File: config.mk
export PLATFORM = sky130hd
export DESIGN_NAME = rvtd_scale
export DESIGN_NICKNAME = d
export VERILOG_FILES = /design/src/sv/rvtd_pkg.sv /design/src/sv/rvtd_scale.sv
export SDC_FILE = /design/constraint.sdc
export NUM_CORES = 2
export LEC_CHECK = 0
export BUFFER_PORTS_ARGS = -buffer_cell sky130_fd_sc_hd__buf_2
export CAP_MARGIN = 10
export CORE_MARGIN = 2
export CORE_UTILIZATION = 30
export CTS_BUF_LIST = sky130_fd_sc_hd__clkbuf_8
export DETAILED_ROUTE_END_ITERATION = 8
export PLACE_DENSITY = 0.5
export SKIP_CTS_REPAIR_TIMING = 1
export SLEW_MARGIN = 20
export SYNTH_ARGS = -nofsm -noshare
export SYNTH_HDL_FRONTEND = slang
export SYNTH_SLANG_ARGS = --single-unit
export TNS_END_PERCENT = 30
File: constraint.sdc
create_clock -name clock -period 5.8 [get_ports clock]
set_input_delay 0 -clock clock [delete_from_list [all_inputs] [get_ports clock]]
set_output_delay 0 -clock clock [all_outputs]
set_load 0.005 [all_outputs]
File: src/sv/rvtd_pkg.sv
// Shared constants, widths and the arctangent table for the vector turn pipeline.
// No dependencies; every other file imports this package.
package rvtd_pkg;

   localparam int COORD_WIDTH_DEF  = 16;
   localparam int CORDIC_STEPS_DEF = 16;
   localparam int TABLE_LEN        = 24;
   localparam int TURN_WIDTH       = 15;
   localparam int GUARD_BASE       = 37;   // coordinates scale up by 2^(GUARD_BASE - width)
   localparam int DW               = 40;   // CORDIC x/y datapath
   localparam int ZW               = 34;   // angle accumulator, Q3.30
   localparam int ANG_WIDTH        = 17;   // heading, Q3.13
   localparam int DIFF_WIDTH       = 18;   // heading difference, Q4.13
   localparam int SPLIT            = 20;   // low half of a gain product
   localparam int PP_WIDTH         = 46;   // one partial product
   localparam int PW               = 66;   // full gain product

   localparam logic signed [ANG_WIDTH-1:0]  PI_Q13      = 17'sd25736;
   localparam logic signed [DIFF_WIDTH-1:0] PI_DIFF     = 18'sd25736;
   localparam logic signed [DIFF_WIDTH-1:0] TWO_PI_DIFF = 18'sd51472;
   localparam logic signed [ZW-1:0]         PI_Q30      = 34'sd3373259426;
   localparam logic signed [ZW-1:0]         HALF_PI_Q30 = 34'sd1686629713;
   localparam logic signed [24:0]           INV_GAIN    = 25'sd10188014;

   localparam logic signed [ZW-1:0] ATAN_Q30 [TABLE_LEN] = '{
      34'sd843314856, 34'sd497837829, 34'sd263043836, 34'sd133525158,
      34'sd67021686,  34'sd33543515,  34'sd16775850,  34'sd8388437,
      34'sd4194282,   34'sd2097149,   34'sd1048575,   34'sd524287,
      34'sd262143,    34'sd131071,    34'sd65535,     34'sd32767,
      34'sd16383,     34'sd8191,      34'sd4095,      34'sd2047,
      34'sd1023,      34'sd511,       34'sd255,       34'sd127
   };

endpackage

File: src/sv/rvtd_scale.sv
// Gain correction by the converged 1/K, rounding and saturation to the coordinate range.
// Depends on rvtd_pkg.
module rvtd_scale #(
   parameter int COORD_WIDTH = rvtd_pkg::COORD_WIDTH_DEF
) (
   input  logic                           clock,
   input  logic                           reset,
   input  logic                           en,
   input  logic                           in_valid,
   input  logic signed [rvtd_pkg::DW-1:0] rot_x,
   input  logic signed [rvtd_pkg::DW-1:0] rot_y,
   output logic                           out_valid,
   output logic signed [COORD_WIDTH-1:0]  res_x,
   output logic signed [COORD_WIDTH-1:0]  res_y
);
   import rvtd_pkg::*;

   localparam int GUARD = GUARD_BASE - COORD_WIDTH;
   localparam int SHIFT = GUARD + 24;
   localparam logic signed [PW-1:0] RND    = PW'(1) <<< (SHIFT - 1);
   localparam logic signed [PW-1:0] SAT_HI = (PW'(1) <<< (COORD_WIDTH - 1)) - PW'(1);
   localparam logic signed [PW-1:0] SAT_LO = -SAT_HI - PW'(1);

   logic signed [PP_WIDTH-1:0]    lo_ff  [2];
   logic signed [PP_WIDTH-1:0]    hi_ff  [2];
   logic signed [PW-1:0]          sum_ff [2];
   logic signed [COORD_WIDTH-1:0] res_ff [2];
   logic [2:0]                    valid_ff;

   for (genvar c = 0; c < 2; c++) begin : g_coord
      logic signed [DW-1:0]          v;
      logic signed [SPLIT:0]         lo_part;
      logic signed [DW-SPLIT-1:0]    hi_part;
      logic signed [PW-1:0]          shifted;
      logic signed [COORD_WIDTH-1:0] sat;

      assign v       = (c == 0) ? rot_x : rot_y;
      assign lo_part = $signed({1'b0, v[SPLIT-1:0]});
      assign hi_part = v[DW-1:SPLIT];
      assign shifted = sum_ff[c] >>> SHIFT;

      always_comb begin
         if (shifted > SAT_HI) begin
            sat = SAT_HI[COORD_WIDTH-1:0];
         end else if (shifted < SAT_LO) begin
            sat = SAT_LO[COORD_WIDTH-1:0];
         end else begin
            sat = shifted[COORD_WIDTH-1:0];
         end
      end

      // Split the product into two narrow halves; recombine one stage later.
      always_ff @(posedge clock) begin
         if (en) begin
            lo_ff[c]  <= lo_part * INV_GAIN;
            hi_ff[c]  <= hi_part * INV_GAIN;
            sum_ff[c] <= (PW'(hi_ff[c]) <<< SPLIT) + PW'(lo_ff[c]) + RND;
            res_ff[c] <= sat;
         end
      end
   end

   always_ff @(posedge clock) begin
      if (reset) begin
         valid_ff <= '0;
      end else if (en) begin
         valid_ff <= {valid_ff[1:0], in_valid};
      end
   end

   assign out_valid = valid_ff[2];
   assign res_x     = res_ff[0];
   assign res_y     = res_ff[1];

endmodule
**Word level (Yosys, flattened, before mapping)**

Memories as Yosys holds them, arrays and structs flattened.
Index checks and enable logic that the tools add are counted.

- Add/subtract/negate cells: 4
- $mul: 4
- Order comparisons: 4
- Muxes and demuxes: 6

Operators by type and width:

| operator | count |
|---|---|
| $add A66 B46 Y66 | 2 |
| $add A66 B46 Y66 const B | 2 |
| $mul A20 B24 Y44 const B | 2 |
| $mul A20 B23 Y43 const B | 2 |
| $mux W16 | 4 |
| $gt A21 B16 Y1 const B | 2 |
| $lt A21 B16 Y1 const B | 2 |
| $mux W1 | 2 |

- Register bits: 3
- RAM bits: 340
- Input port bits: 84
- Output and inout bits: 33
- Logic and storage cells: 23
- Memories: 4

Memories:

| memory | words | width | rd ports | clocked after memory_dff | wr ports | line | text |
|---|---|---|---|---|---|---|---|
| sum_ff | 2 | 66 | 2 | 0 | 2 | rvtd_scale.sv:26 | `logic signed [PW-1:0] sum_ff [2];` |
| hi_ff | 2 | 45 | 2 | 0 | 2 | rvtd_scale.sv:25 | `logic signed [PP_WIDTH-1:0] hi_ff [2];` |
| lo_ff | 2 | 43 | 2 | 0 | 2 | rvtd_scale.sv:24 | `logic signed [PP_WIDTH-1:0] lo_ff [2];` |
| res_ff | 2 | 16 | 2 | 0 | 2 | rvtd_scale.sv:27 | `logic signed [COORD_WIDTH-1:0] res_ff [2];` |

**Logic depth before layout (Yosys ltp)**

An unclocked memory read counts as a cell.

- Word-level depth: 4
- Depth in mapped cells: 24
- Gate-level depth less buffers: 23

**Least setup slack after synthesis**

Ideal clock, no wire load.

- Path type: input to register
- Start: in rot_x[8] (netlist bit)
- End: mem lo_ff[0][28] (netlist bit) (data pin)
- Library setup time: 0.260 ns
- Arrival time: 5.706 ns
- Required time: 5.540 ns
- Path slack: -0.166 ns
- Cell stages on the path: 20
- Path buffers: 0
- Cells stage by stage: fa_1 > inv_1 > fa_1 > inv_1 > fa_1 > fa_1 > fa_1 > fa_1 > inv_1 > fa_1 > inv_1 > ha_1 > and4_1 > and2_1 > a22o_1 > a2111o_1 > a221o_1 > a21o_1 > a221oi_2 > xnor2_1

RTL lines:

| item | line | text |
|---|---|---|
| start: declaration | rvtd_scale.sv:10 | `input logic signed [rvtd_pkg::DW-1:0] rot_x,` |
| end: declaration | rvtd_scale.sv:24 |  |

==> out/qor.csv <==
stage,metric,value,unit
status,status,"complete, no violations",
clock_tree,clk_latency,550,ps
job,maxCapViolCount,0,
cells_and_area,fin_util,0.359,
cells_and_area,multi_input_area,0.0326,mm2
drt,vias,28800,
placement,routabilityCongestion,0.910,
logic_synthesis,syn_area,0.0433,mm2
logic_synthesis,synth_warnings,0,
worst_setup_path,end_kind,flip-flop,
grt,grt_usage,0.153,
sta,max-slew-margin-rel,0.333,
drt,vias_per_cell,4.31,
sta,max_freq,179,MHz
drt,dr.pass1.iters,5,
sta,final.setup_skew,30.5,ps
die,num_io_pins,117,
grt,overflow,0,
cells_and_area,final_cell_mix,"1,150 x inv_1, 835 x ha_1, 774 x fa_1, 611 x buf_4, 208 x edfxtp_1",
worst_setup_path,worst_path_max_delay_cell,fa_1,
worst_setup_path,crit_top_cell,fa_1,
worst_setup_path,crit_type,input pin to flip-flop,
drt,drc,0,
logic_synthesis,synthArstFlopShare,0,
logic_synthesis,synth_edf_count,208,
placement,dp_hpwl,100000,um
worst_setup_path,cpPeakStageDelay,550,ps
logic_synthesis,synth_cells,4019,
cells_and_area,register_area,0.00631,mm2
logic_synthesis,syn_nets,5716,
grt,grt_max_degree,156,
sta,fin_crit,5590,ps
drt,wl_per_cell,16.2,um
grt,grt_pass1_wl,177000,um
die,coreArea,0.143,mm2
logic_synthesis,synth_area_per_cell,10.8,um2
logic_synthesis,ys_types,64,
logic_synthesis,synth_largest_area_cell,fa_1,
logic_synthesis,yosys_register_bits,211,
worst_setup_path,setup.worst_path.start_class,input pin,
die,die_area,0.147,mm2
clock_tree,cts_buffers,34,
cells_and_area,mostFrequentLayoutCell,inv_1,
logic_synthesis,yosysTopAreaCellShare,0.360,
grt,antenna_found_initial,10,
placement,io_buffer_count,116,
die,die_y,384,um
worst_setup_path,crit_path_cell_trace,buf_2 -> fa_2 -> fa_1 -> fa_1 -> inv_1 -> fa_1 -> inv_1 -> fa_2 -> fa_1 -> inv_1 -> fa_1 -> inv_1 -> ha_1 -> and4_1 -> and2_4 -> a22o_1 -> a2111o_1 -> a221o_1 -> a21o_1 -> a221oi_2 -> xnor2_1,
drt,ant_nets,0,
sta,setup_violations,0,
cells_and_area,syn2layout_area_growth,19.0,%
drt,drt-total-wl,108000,um
clock_tree,clock-sinks,211,
die,die_w,384,um
clock_tree,clk_pin_slew,60,ps
clock_tree,cts_tree,built,
worst_setup_path,cp.required,6090,ps
clock_tree,clockBufferDepth,3,
worst_setup_path,critical_path_arrival,5890,ps
logic_synthesis,synthTopCellsByArea,"fa_1 36%, ha_1 24%, edfxtp_1 14%, inv_1 9.9%, a21o_1 2.4%",
grt,grt_pass1_vias,32200,
clock_tree,htree_levels,2,
logic_synthesis,ys_seq_area_frac,0.146,
worst_setup_path,cp_max_fo,3,
die,start_util,0.302,
sta,final_max_slew_viol_count,0,
sta,rsz0062_at_grt,true,
drt,first_iter_violations,1039,
sta,finalCritPeriodShare,0.964,
die,num_rows,139,
sta,tightest_slew,994,ps
cells_and_area,stdcell_count,6686,
sta,finalHoldViolCount,0,
logic_synthesis,ys.flop_type,edfxtp_1,
placement,dp.cells,6623,
clock_tree,cts-root-buf,clkbuf_8,
cells_and_area,n_fill_cell,14500,
cells_and_area,drive_above_1_share,0.168,
hold_path,holdCritPathClass,input pin to flip-flop,
cells_and_area,nets,6458,
==> path summary, 6_finish.rpt <==
path	from	cells after the start	slack, ps	end
setup reg to reg	hi_ff[0][8]	10	2570	sum_ff[0][64]
setup / recovery	rot_x[10]	21	210	lo_ff[0][28]
hold reg to reg	valid_ff[1]	2	500	valid_ff[1]
hold / removal	rot_y[21]	3	60	hi_ff[0][46]
==> flip-flops by register name (all words and copies together), names as in the netlist <==
register and count:
sum_ff 42, valid_ff 3, res_ff 32, hi_ff 88
lo_ff 46
==> per-stage QoR <==
step	setup slack, ps	setup TNS, ps	hold slack [ps]	area (um2)
3_3_place_gp	-483	-12460	188	50800
6_report	206	0	59.2	51500
2_1_floorplan	-16.6	-16.6	72.4	43300
3_5_place_dp	-514	-15210	197	50800
4_1_cts	74.2	0	-420	51400
5_1_grt	-11.5	-19.2	40.6	51500
==> Yosys cell counts (all sizes together), types with 4 or more instances <==
cell type,number
ha,836
a211oi,13
a41oi,4
o31ai,7
a221oi,9
nor2b,19
o311ai,4
a31o,7
inv,1142
o211ai,10
o31a,5
nor4,9
nand2b,6
xor2,58
or2,11
a31oi,15
xnor2,97
a211o,8
a311oi,6
a21oi,132
o21ai,48
o2111ai,4
nand2,100
edfxtp,208
clkbuf,28
and4,5
o21a,18
a41o,5
or4,4
a21o,139
nand3,36
fa,777
nor3b,4
o21bai,19
and3,21
nand4,36
nor2,89
a221o,4
a21boi,5
and2,17
nor3,21
==> logic make-up (layout without fill, tap and decap cells) <==
logic type      Yosys count  in the layout  share of synthesized area
simple gates            385            385                     0.0438
other cells               0              2                          0
mux                       4              4                   0.000954
buf+inv                1170           1932                      0.102
compound gates          481            481                     0.0753
flops                   211            211                      0.146
fa+ha+maj              1613           1613                      0.601
xor+xnor                155            155                     0.0314
==> critical path: cells and delay by family <==
| kind | cells | cell delay, ps |
|---|---|---|
| buffers and inverters | 5 | 340 |
| adder cells (fa/ha/maj) | 8 | 3680 |
| AO/OA/AOI/OAI | 5 | 1390 |
| AND/OR/NAND/NOR | 2 | 370 |
| XOR/XNOR | 1 | 90 |
==> cell type report <==
class / instances / share of cell area
clock buffer: 35 / 0.00936
timing repair buffer: 734 / 0.102
antenna: 2 / 0.0000972
inverter: 1142 / 0.0833
tap: 1903 / 0.0462
sequential: 211 / 0.122
multi-input combinational: 2638 / 0.634
clock inverter: 21 / 0.00233
==> layer usage <==
metal / part of all wire / track usage / wire (um)
met1: 0.47 / 0.208 / 51300
met2: 0.50 / 0.272 / 54000
met3: 0.013 / 0.00651 / 1410
met4: 0.016 / 0.0267 / 1710
met5: 0.00064 / 0 / 69
Power is not shown: default switching activity piles up to over one toggle a cycle in this logic, so the estimate is an artifact.
